## src/sv/pet_pkg.sv

```systemverilog
package pet_pkg;

   localparam int ELEMENTS_DEF = 64;
   localparam int COLUMNS_DEF  = 7;

   localparam logic [63:0] SMAX = 64'h7FFF_FFFF_FFFF_FFFF;
   localparam logic [63:0] SMIN = 64'h8000_0000_0000_0000;

   typedef struct packed {
      logic [63:0] value;
      logic        ovf;
   } sat_type;

   // handshake between the sequencer and an arithmetic unit
   typedef struct packed {
      logic        done;
      logic        fault;
      logic [63:0] result;
   } unit_rsp_type;

   function automatic sat_type sat_add(logic [63:0] a, logic [63:0] b);
      sat_type r;
      r.value = a + b;
      r.ovf   = (a[63] == b[63]) && (r.value[63] != a[63]);
      if (r.ovf) begin
         r.value = a[63] ? SMIN : SMAX;
      end
      return r;
   endfunction

   function automatic sat_type sat_sub(logic [63:0] a, logic [63:0] b);
      sat_type r;
      r.value = a - b;
      r.ovf   = (a[63] != b[63]) && (r.value[63] != a[63]);
      if (r.ovf) begin
         r.value = a[63] ? SMIN : SMAX;
      end
      return r;
   endfunction

endpackage

```

## src/sv/pet_div.sv

```systemverilog
module pet_div (
   input  logic                  clock,
   input  logic                  reset,
   input  logic                  start,
   input  logic [62:0]           num,
   input  logic [62:0]           den_mag,
   input  logic                  den_neg,
   output pet_pkg::unit_rsp_type rsp
);
   import pet_pkg::*;

   logic        busy_ff, fin_ff, done_ff, flt_ff, over_ff, neg_ff;
   logic [6:0]  cnt_ff;
   logic [95:0] dvd_ff;
   logic [62:0] rem_ff, dm_ff;
   logic [63:0] q_ff, quot_ff;
   logic [63:0] trial;
   logic        take;

   // one quotient bit per cycle while busy
   assign trial = {rem_ff, dvd_ff[95]};
   assign take  = trial >= {1'b0, dm_ff};

   always_ff @(posedge clock) begin
      if (reset) begin
         busy_ff <= 1'b0;
         fin_ff  <= 1'b0;
         done_ff <= 1'b0;
      end else begin
         done_ff <= 1'b0;
         if (start) begin
            dm_ff  <= den_mag;
            neg_ff <= den_neg;
            dvd_ff <= {1'b0, num, 32'd0};
            rem_ff <= '0;
            q_ff   <= '0;
            over_ff <= 1'b0;
            cnt_ff <= '0;
            if (den_mag == '0) begin
               quot_ff <= SMAX;
               flt_ff  <= 1'b1;
               done_ff <= 1'b1;
            end else begin
               busy_ff <= 1'b1;
            end
         end else if (busy_ff) begin
            rem_ff  <= take ? 63'(trial - {1'b0, dm_ff}) : trial[62:0];
            over_ff <= over_ff | q_ff[63];
            q_ff    <= {q_ff[62:0], take};
            dvd_ff  <= {dvd_ff[94:0], 1'b0};
            cnt_ff  <= cnt_ff + 7'd1;
            if (cnt_ff == 7'd95) begin
               busy_ff <= 1'b0;
               fin_ff  <= 1'b1;
            end
         end else if (fin_ff) begin
            fin_ff  <= 1'b0;
            done_ff <= 1'b1;
            if (neg_ff) begin
               flt_ff  <= over_ff || (q_ff > SMIN);
               quot_ff <= (over_ff || (q_ff > SMIN)) ? SMIN : (64'd0 - q_ff);
            end else begin
               flt_ff  <= over_ff || q_ff[63];
               quot_ff <= (over_ff || q_ff[63]) ? SMAX : q_ff;
            end
         end
      end
   end

   assign rsp.done   = done_ff;
   assign rsp.fault  = flt_ff;
   assign rsp.result = quot_ff;

endmodule

```

## config.mk

```make
export PLATFORM = sky130hd
export DESIGN_NAME = pet_div
export DESIGN_NICKNAME = d
export VERILOG_FILES = /design/src/sv/pet_pkg.sv /design/src/sv/pet_div.sv
export SDC_FILE = /design/constraint.sdc
export NUM_CORES = 1
export LEC_CHECK = 0
export BUFFER_PORTS_ARGS = -buffer_cell sky130_fd_sc_hd__buf_2
export CAP_MARGIN = 20
export CORE_UTILIZATION = 38
export DETAILED_ROUTE_END_ITERATION = 10
export MAX_ROUTING_LAYER = met4
export REMOVE_ABC_BUFFERS = 1
export SLEW_MARGIN = 20
export SYNTH_ARGS = -nofsm -noshare
export SYNTH_HDL_FRONTEND = slang
export SYNTH_SLANG_ARGS = --single-unit
```

## constraint.sdc

```tcl
create_clock -name clock -period 13.05 [get_ports clock]
set_input_delay 0.6525 -clock clock [delete_from_list [all_inputs] [get_ports clock]]
set_output_delay 0.6525 -clock clock [all_outputs]
set_load 0.01 [all_outputs]
```

==> results of run 1 <==
sequential cells by signal (all words and copies together) (netlist names):
signal   cells
dvd_ff      64
q_ff        64
quot_ff     64
dm_ff       63
rem_ff      63
cnt_ff       7
busy_ff      1
done_ff      1
fin_ff       1
flt_ff       1
neg_ff       1
over_ff      1
worst max-delay path, cell delays in order (launching register included):
cell and delay (ns):
edfxtp_1 0.41, inv_1 0.10, ha_1 0.19, or3b_2 0.50, nor3_2 0.33, nand4b_1 0.37, nor4_4 0.38, nand3b_1 0.22
a211oi_4 0.82, buf_4 0.56, a21oi_1 0.11, nand2b_1 0.16, o311ai_0 0.10
metrics by stage:
step | total power [mW] | setup WS (ns) | instances | area, um^2
2_1_floorplan | 1.71 | 3.23 | 1662 | 18200
3_3_place_gp | 1.85 | 8.56 | 2486 | 20100
3_5_place_dp | 1.86 | 8.58 | 2486 | 20100
4_1_cts | 3.02 | 8.56 | 2559 | 21500
5_1_grt | 3.13 | 8.23 | 2560 | 21500
6_report | 3.00 | 8.55 | 2560 | 21500
kinds of logic (layout without fill, tap and decap cells):
| kind of cell | after synthesis | in the layout | share of synthesized area, % |
|---|---|---|---|
| DFF | 331 | 331 | 53.3 |
| and+or+nand+nor | 617 | 617 | 16.8 |
| adders and majority gates | 66 | 66 | 4.49 |
| xor gates and xnor gates | 45 | 45 | 2.12 |
| AOI/OAI and AO/OA | 450 | 450 | 15.4 |
| muxes | 66 | 66 | 3.97 |
| buffers and inverters | 187 | 370 | 3.90 |
final timing paths:
check / start / end
setup reg to reg: q_ff[0]$_SDFFCE_PP0P_ / quot_ff[7]$_SDFFCE_PP1P_
setup / recovery: q_ff[0]$_SDFFCE_PP0P_ / quot_ff[7]$_SDFFCE_PP1P_
hold / removal: den_mag[5] / dm_ff[5]$_DFFE_PP_
hold reg to reg: fin_ff$_SDFFE_PP0P_ / fin_ff$_SDFFE_PP0P_
routing by layer:
metal / part of all wire (%) / global-route usage [%]
met2: 46 / 30.0
met5: 0 / -
met3: 5.6 / 2.84
met4: 3.4 / 7.88
met1: 45 / 24.8
cells in the mapped netlist (12+ instances only):
master | number | area [um^2]
edfxtp_1 | 328 | 9850
nand2_1 | 172 | 646
a21oi_1 | 159 | 796
nor2_1 | 142 | 533
inv_1 | 86 | 323
clkbuf_1 | 82 | 308
o21ai_0 | 73 | 365
nor2b_1 | 69 | 432
ha_1 | 65 | 813
mux2_2 | 62 | 698
a21o_1 | 45 | 338
nand3_1 | 36 | 180
nor3_1 | 36 | 180
a211oi_1 | 32 | 240
a31oi_1 | 32 | 200
nor4_1 | 30 | 188
xnor2_1 | 30 | 263
nand4_1 | 27 | 169
or3_1 | 25 | 156
xor2_1 | 15 | 131
o211a_1 | 13 | 130
o311ai_0 | 13 | 114
and3_1 | 12 | 75.1
buf_2 | 12 | 60.1
layout by cell type (no fill, tap or decap), types with 12 or more instances in the layout:
cell type	count
nor2_1	137
nor3_1	36
a211oi_1	31
o21ai_0	73
a21o_1	45
nor2b_1	69
clkbuf_16	40
nand2_1	172
a31oi_1	32
o311ai_0	13
o211a_1	13
ha_1	65
nor4_1	29
and3_1	12
xnor2_1	30
a21oi_1	159
mux2_2	62
nand4_1	27
nand3_1	36
buf_2	194
buf_4	14
xor2_1	15
edfxtp_1	328
or3_1	25
inv_1	86
report_power, final:
group          internal, mW  leakage [nW]  switching, mW
Sequential             1.26          3.15         0.0405
Combinational         0.214          4.34          0.332
Clock                 0.688         0.644          0.463
final cells by class:
cell class | count | area [um^2]
multi-input combinational | 1244 | 8020
timing repair buffer | 210 | 1110
tap | 615 | 769
sequential | 331 | 9910
clock inverter | 27 | 322
fill | 4504 | 26500
clock buffer | 46 | 1020
inverter | 87 | 327
==> key figures, run 1 <==
Die
  – Core Region: 47,900 um^2
  – Cell Rows: 80
  – Initial Utilization: between 30% and 40%
  – Die Ht: around 220 um
  – DIE WIDTH: about 220 um
  – I/O pin count: 196
  – Die area: around 50,000 um^2

GRT
  – Initial antenna violation count: 1
  – Largest net degree at the start of global routing: 76
  – Vias in the first global route: between 10,000 and 15,000
  – Gr usage total: between 10% and 20%
  – GRT Residual Overflow: 0
  – First-pass GRT wire length: 74.0 mm

Worst setup path
  – Req. time, crit path: between 10 and 15 ns
  – Worst reg-to-reg setup slack: 8.55 ns
  – R2R cell count: 12
  – CP endpoint kind: flop
  – Crit Path Max Fanout: 46
  – WS Path Type: flop to flop
  – CP startpoint kind: flop
  – Arr. time, crit path: just under 5 ns

Status
  – Status: finished clean

Synth
  – Number of synthesized flops with an enable pin: 328
  – Yosys reg bits: 331
  – Netlist cell types: 74
  – Yosys Warn Count: 0
  – Most used DFF post-synth: edfxtp_1
  – Asr flop ratio synth: 0%
  – Mean Syn Cell Area: 10.5 um^2
  – Syn Inst Count: 1,762
  – Seq/Total Area, Yosys: between 50 and 60%
  – Post-synthesis cell area: between 15,000 and 20,000 um^2

Place
  – DP HPWL: around 32 mm
  – Placer Congestion: approximately 0.89
  – Buffers on Ports: 195

Cells and area
  – P&R area growth vs syn: 15.7%
  – Antenna diode count: 0
  – Layout cells sized above 1: 18.9%
  – Fin util: roughly 45%
  – Nets: around 2,100

Route
  – Post-route ant nets: 0
  – Remaining DRCs: 0
  – DR vias/cell: about 5.5
  – DR iter-0 viols: 1,164
  – Final wirelength: approximately 47 mm
  – Wirelength per Cell: about 18 um
  – Vias: roughly 14,000
  – Router iterations before antenna repair: 8

Clock network
  – CTS tree: built
  – Worst skew pair latency: roughly 0.57 ns
  – Total number of H-tree levels: 2
  – TritonCTS buffer count: 40
  – Reg clk slew, reported paths: 0.06 ns
  – CTS sink count: between 300 and 400
  – Clk root buf: clkbuf_16
  – # hold bufs at CTS: 0
  – Setup Fix Bufs, Post-CTS: 0
  – Clock Tree Buf Depth: 3
  – CTS resizes: 0

Timing
  – Final Cycle Share: 34.5%
  – Layout Skew: about 0.029 ns
  – Worst Max-Slew Pin Slew: approximately 1 ns
  – WHS: approximately 0.28 ns
  – Final setup viols: 0
  – Maximum clock rate: 0.222 GHz
  – Post-Route Setup TNS: 0 ns
  – Final Hold Fails: 0
  – Relative slew margins: 33.3%
  – RSZ-0062 raised after global routing: false
  – Tmin final: 4.50 ns
  – Max-slew violations: 0

Min path
  – Hold Path Stages: 1
  – Worst hold path type: input pin to flop

Power and ir drop
  – Peak VDD IR: between 90 and 100 uV
  – Leakage: ~8.1 nW
  – Pwr dens: around 140 nW/um^2

Job
  – Max Cap Violations: 0
Note: power is estimated with default switching activity, not from simulation.
==> run 2, diff against run 1 <==
--- a/config.mk
+++ b/config.mk
@@ -5,6 +5,7 @@
 export SDC_FILE = /design/constraint.sdc
 export NUM_CORES = 1
 export LEC_CHECK = 0
+export ABC_AREA = 1
 export BUFFER_PORTS_ARGS = -buffer_cell sky130_fd_sc_hd__buf_2
 export CAP_MARGIN = 20
 export CORE_UTILIZATION = 38
==> constraint.sdc (replaced) <==
create_clock -name clock -period 3.9 [get_ports clock]
set_input_delay 0.195 -clock clock [delete_from_list [all_inputs] [get_ports clock]]
set_output_delay 0.195 -clock clock [all_outputs]
set_load 0.01 [all_outputs]
==> run 2 against run 1 <==
  * Core utilization grew 1.5 points
  * First-iteration DRC count grew 23%
  * Largest cell class unchanged
  * Critical path depth grew 5
  * Non-clock buffer count grew 129
  * Highest routed layer unchanged
  * Maximum frequency grew 41%
  * Critical path type unchanged
  * Global-route usage grew 3.8 points
  * Clock power grew to 3.1 times the previous value
  * Final cell count grew 54%
  * Cell area grew 19%
  * Setup slack lost 7.8 ns
  * Sequential cell count is the same
  * Critical endpoint is now rem_ff[31]$_SDFFCE_PP0P_
  * Worst hold slack lost 0.10 ns
==> key figures, run 2 <==
Timing
  – Final Hold Fails: 0
  – Final WS setup: 0.704 ns
  – WHS: between 0.15 and 0.2 ns
  – Relative slew margins: between 30% and 40%
  – Max-slew violations: 0
  – Maximum clock rate: ~0.31 GHz
  – RSZ-0062 raised after global routing: false
  – Worst Max-Slew Pin Slew: approximately 0.90 ns
  – Tmin final: around 3.2 ns
  – Final Cycle Share: between 80% and 90%
  – Post-Route Setup TNS: 0 ns
  – Final setup viols: 0
  – Layout Skew: between 0.02 and 0.025 ns

Worst setup path
  – CP startpoint kind: flop
  – Slowest-stage cell, CP: fa_1
  – Crit Path Max Fanout: 52
  – CP endpoint kind: flop
  – Req. time, crit path: 4.23 ns
  – Arr. time, crit path: about 3.5 ns
  – WS Path Type: flop to flop
  – Max incr delay on CP: about 0.40 ns
  – CP Cell Sequence: inv_1 > ha_1 > fa_1 > inv_1 > nand3_1 > nand2_4 > nand2_1 > nand2_2 > nand2_1 > nand2_2 > nand2_1 > nand3_2 > nand2_4 > nand2_8 > inv_2 > nor2_1 > nor2_1
  – Crit path top cell by count: nand2_1
  – R2R cell count: 17

Place
  – Dpl cells: 3,742
  – Dpl ws: 0.730 ns
  – DP HPWL: roughly 47 mm
  – Placed instance area: ~23,000 um^2
  – Placer Congestion: approximately 1.0
  – Buffers on Ports: slightly below 200

Clock network
  – Total number of H-tree levels: 2
  – CTS sink count: 331
  – CTS resizes: 0
  – Worst skew pair latency: 0.59 ns
  – Reg clk slew, reported paths: about 0.060 ns
  – TritonCTS buffer count: 39
  – CTS tree: built
  – # hold bufs at CTS: approximately 130
  – Clk root buf: clkbuf_16
  – Setup Fix Bufs, Post-CTS: 0
  – Clock Tree Buf Depth: 3

Route
  – Vias: approximately 19,000
  – Router iterations before antenna repair: 6
  – Post-route ant nets: 0
  – DR iter-0 viols: around 1,400
  – Wirelength per Cell: ~16 um
  – Final wirelength: ~64 mm
  – Remaining DRCs: 0
  – DR vias/cell: around 4.8

Synth
  – Most used DFF post-synth: edfxtp_1
  – Seq/Total Area, Yosys: a little under half
  – Largest cells by area after synthesis: edfxtp_1 46%, nand2_1 17%, inv_1 8.7%
  – Post-synthesis cell area: between 20,000 and 25,000 um^2
  – Number of synthesized flops with an enable pin: 328
  – Syn Inst Count: ~2,800
  – Yosys reg bits: 331
  – Mean Syn Cell Area: between 7 and 8 um^2
  – Most instantiated cells after synthesis: 969 x nand2_1, 492 x inv_1, 343 x nor2_1
  – Cell with the most instances after synthesis: nand2_1
  – Asr flop ratio synth: 0%
  – Netlist cell types: 42
  – Yosys Warn Count: 0
  – Area share of the largest cell type after synthesis: 46.3%
  – Yosys top cell by area: edfxtp_1

Cells and area
  – P&R area growth vs syn: 20.2%
  – Layout cells sized above 1: around a tenth
  – Commonest non-fill, non-tap cell in the layout: nand2_1
  – Multi-input gate area: 9190 um^2
  – Fin util: 46.4%
  – Storage element area: between 9000 and 10,000 um^2
  – Filler cell count: around 5,600
  – Most frequent cells in the layout: 969 x nand2_1, 492 x inv_1, 341 x nor2_1, 328 x edfxtp_1, 194 x buf_2
  – Top Registers: dvd_ff x64, q_ff x64, quot_ff x64
  – Nets: around 3,400
  – Design Area, Final: ~26,000 um^2
  – Layout Cells excl Fill: approximately 4,000

Power and ir drop
  – Pwr dens: around 400 nW/um^2
  – Leakage: approximately 12 nW
  – Overall Power: 10.3 mW
  – Peak VDD IR: 378 uV

Die
  – Core Region: between 50,000 and 60,000 um^2
  – Cell Rows: 86
  – I/O pin count: approximately 200
  – Initial Utilization: between 30% and 40%
  – DIE WIDTH: approximately 240 um
  – Die area: between 50,000 and 60,000 um^2
  – Die Ht: 239 um

GRT
  – Largest net degree at the start of global routing: around 120
  – M3 GR Usage: 3.26%
  – First-pass GRT wire length: between 90 and 100 mm
  – GRT busiest layer: met2
  – Met1 usage: between 30% and 40%
  – Initial antenna violation count: 1
  – Met2 usage: 35.4%
  – GRT Residual Overflow: 0
  – Vias in the first global route: approximately 18,000
  – Gr usage total: between 20% and 30%

Min path
  – Hold Path Stages: 4
  – Worst hold path type: input pin to flop

Status
  – Status: finished clean

Job
  – Max Cap Violations: 0
## run 2: cell types whose count changed in the layout (fill, tap and decap cells not counted), moves of 31 or more
cell	previous run	this run
o21ai_1	9	46
nor2_1	137	341
nor2_2	0	33
nor2b_1	69	0
a21oi_1	159	108
a211oi_1	31	0
xor2_1	15	81
mux2_2	62	0
inv_1	86	492
a21o_1	45	0
nand3_1	36	102
dlygate4sd3_1	0	128
nand2_1	172	969
a31oi_1	32	1
## run 2: critical path, delay by kind of cell (launching register included)
family,cells,cell delay (ns)
adder cells (fa/ha/maj),2,0.61
buffers and inverters,3,0.51
flip-flops,1,0.34
AND/OR/NAND/NOR,12,1.40
## run 2: power by group
part | switching [mW] | leakage, nW | internal [mW]
Clock | 1.55 | 0.589 | 2.00
Combinational | 1.60 | 8.48 | 0.800
Sequential | 0.111 | 3.15 | 4.21
Total | 3.27 | 12.2 | 7.01
## run 2: logic make-up after synthesis
group | count (synthesis) | synth area share, %
and+or+nand+nor | 1578 | 30.5
buffers and inverters | 571 | 10.5
DFF | 331 | 46.5
xor gates and xnor gates | 83 | 3.41
adders and majority gates | 66 | 3.91
AOI/OAI and AO/OA | 216 | 5.16
## run 2: final cells by class
| type | instances | share of cell area [%] |
|---|---|---|
| flip-flops and latches | 331 | 38.7 |
| multi-input cells | 1943 | 35.9 |
| repair buffers | 339 | 9.47 |
| inverters | 510 | 7.49 |
| clock buffers | 49 | 3.96 |
| well taps | 748 | 3.66 |
| clock inverters | 21 | 0.763 |
| diodes | 1 | 0.00978 |
## run 2: worst paths after layout
| kind | start | endpoint | slack [ns] |
|---|---|---|---|
| max | dvd_ff[95]$_SDFFCE_PP0P_ | rem_ff[31]$_SDFFCE_PP0P_ | 0.70 |
| min | start | done_ff$_SDFF_PP0_ | 0.18 |
| max reg2reg | dvd_ff[95]$_SDFFCE_PP0P_ | rem_ff[31]$_SDFFCE_PP0P_ | 0.70 |
| min reg2reg | fin_ff$_SDFFE_PP0P_ | fin_ff$_SDFFE_PP0P_ | 0.46 |
## run 2: layer usage
layer	part of all wire, %	wire, um	vias up
li1	-	-	9605
met1	47	29900	8553
met2	45	28600	505
met3	5.7	3620	87
met4	2.4	1540	0
met5	0	0	-
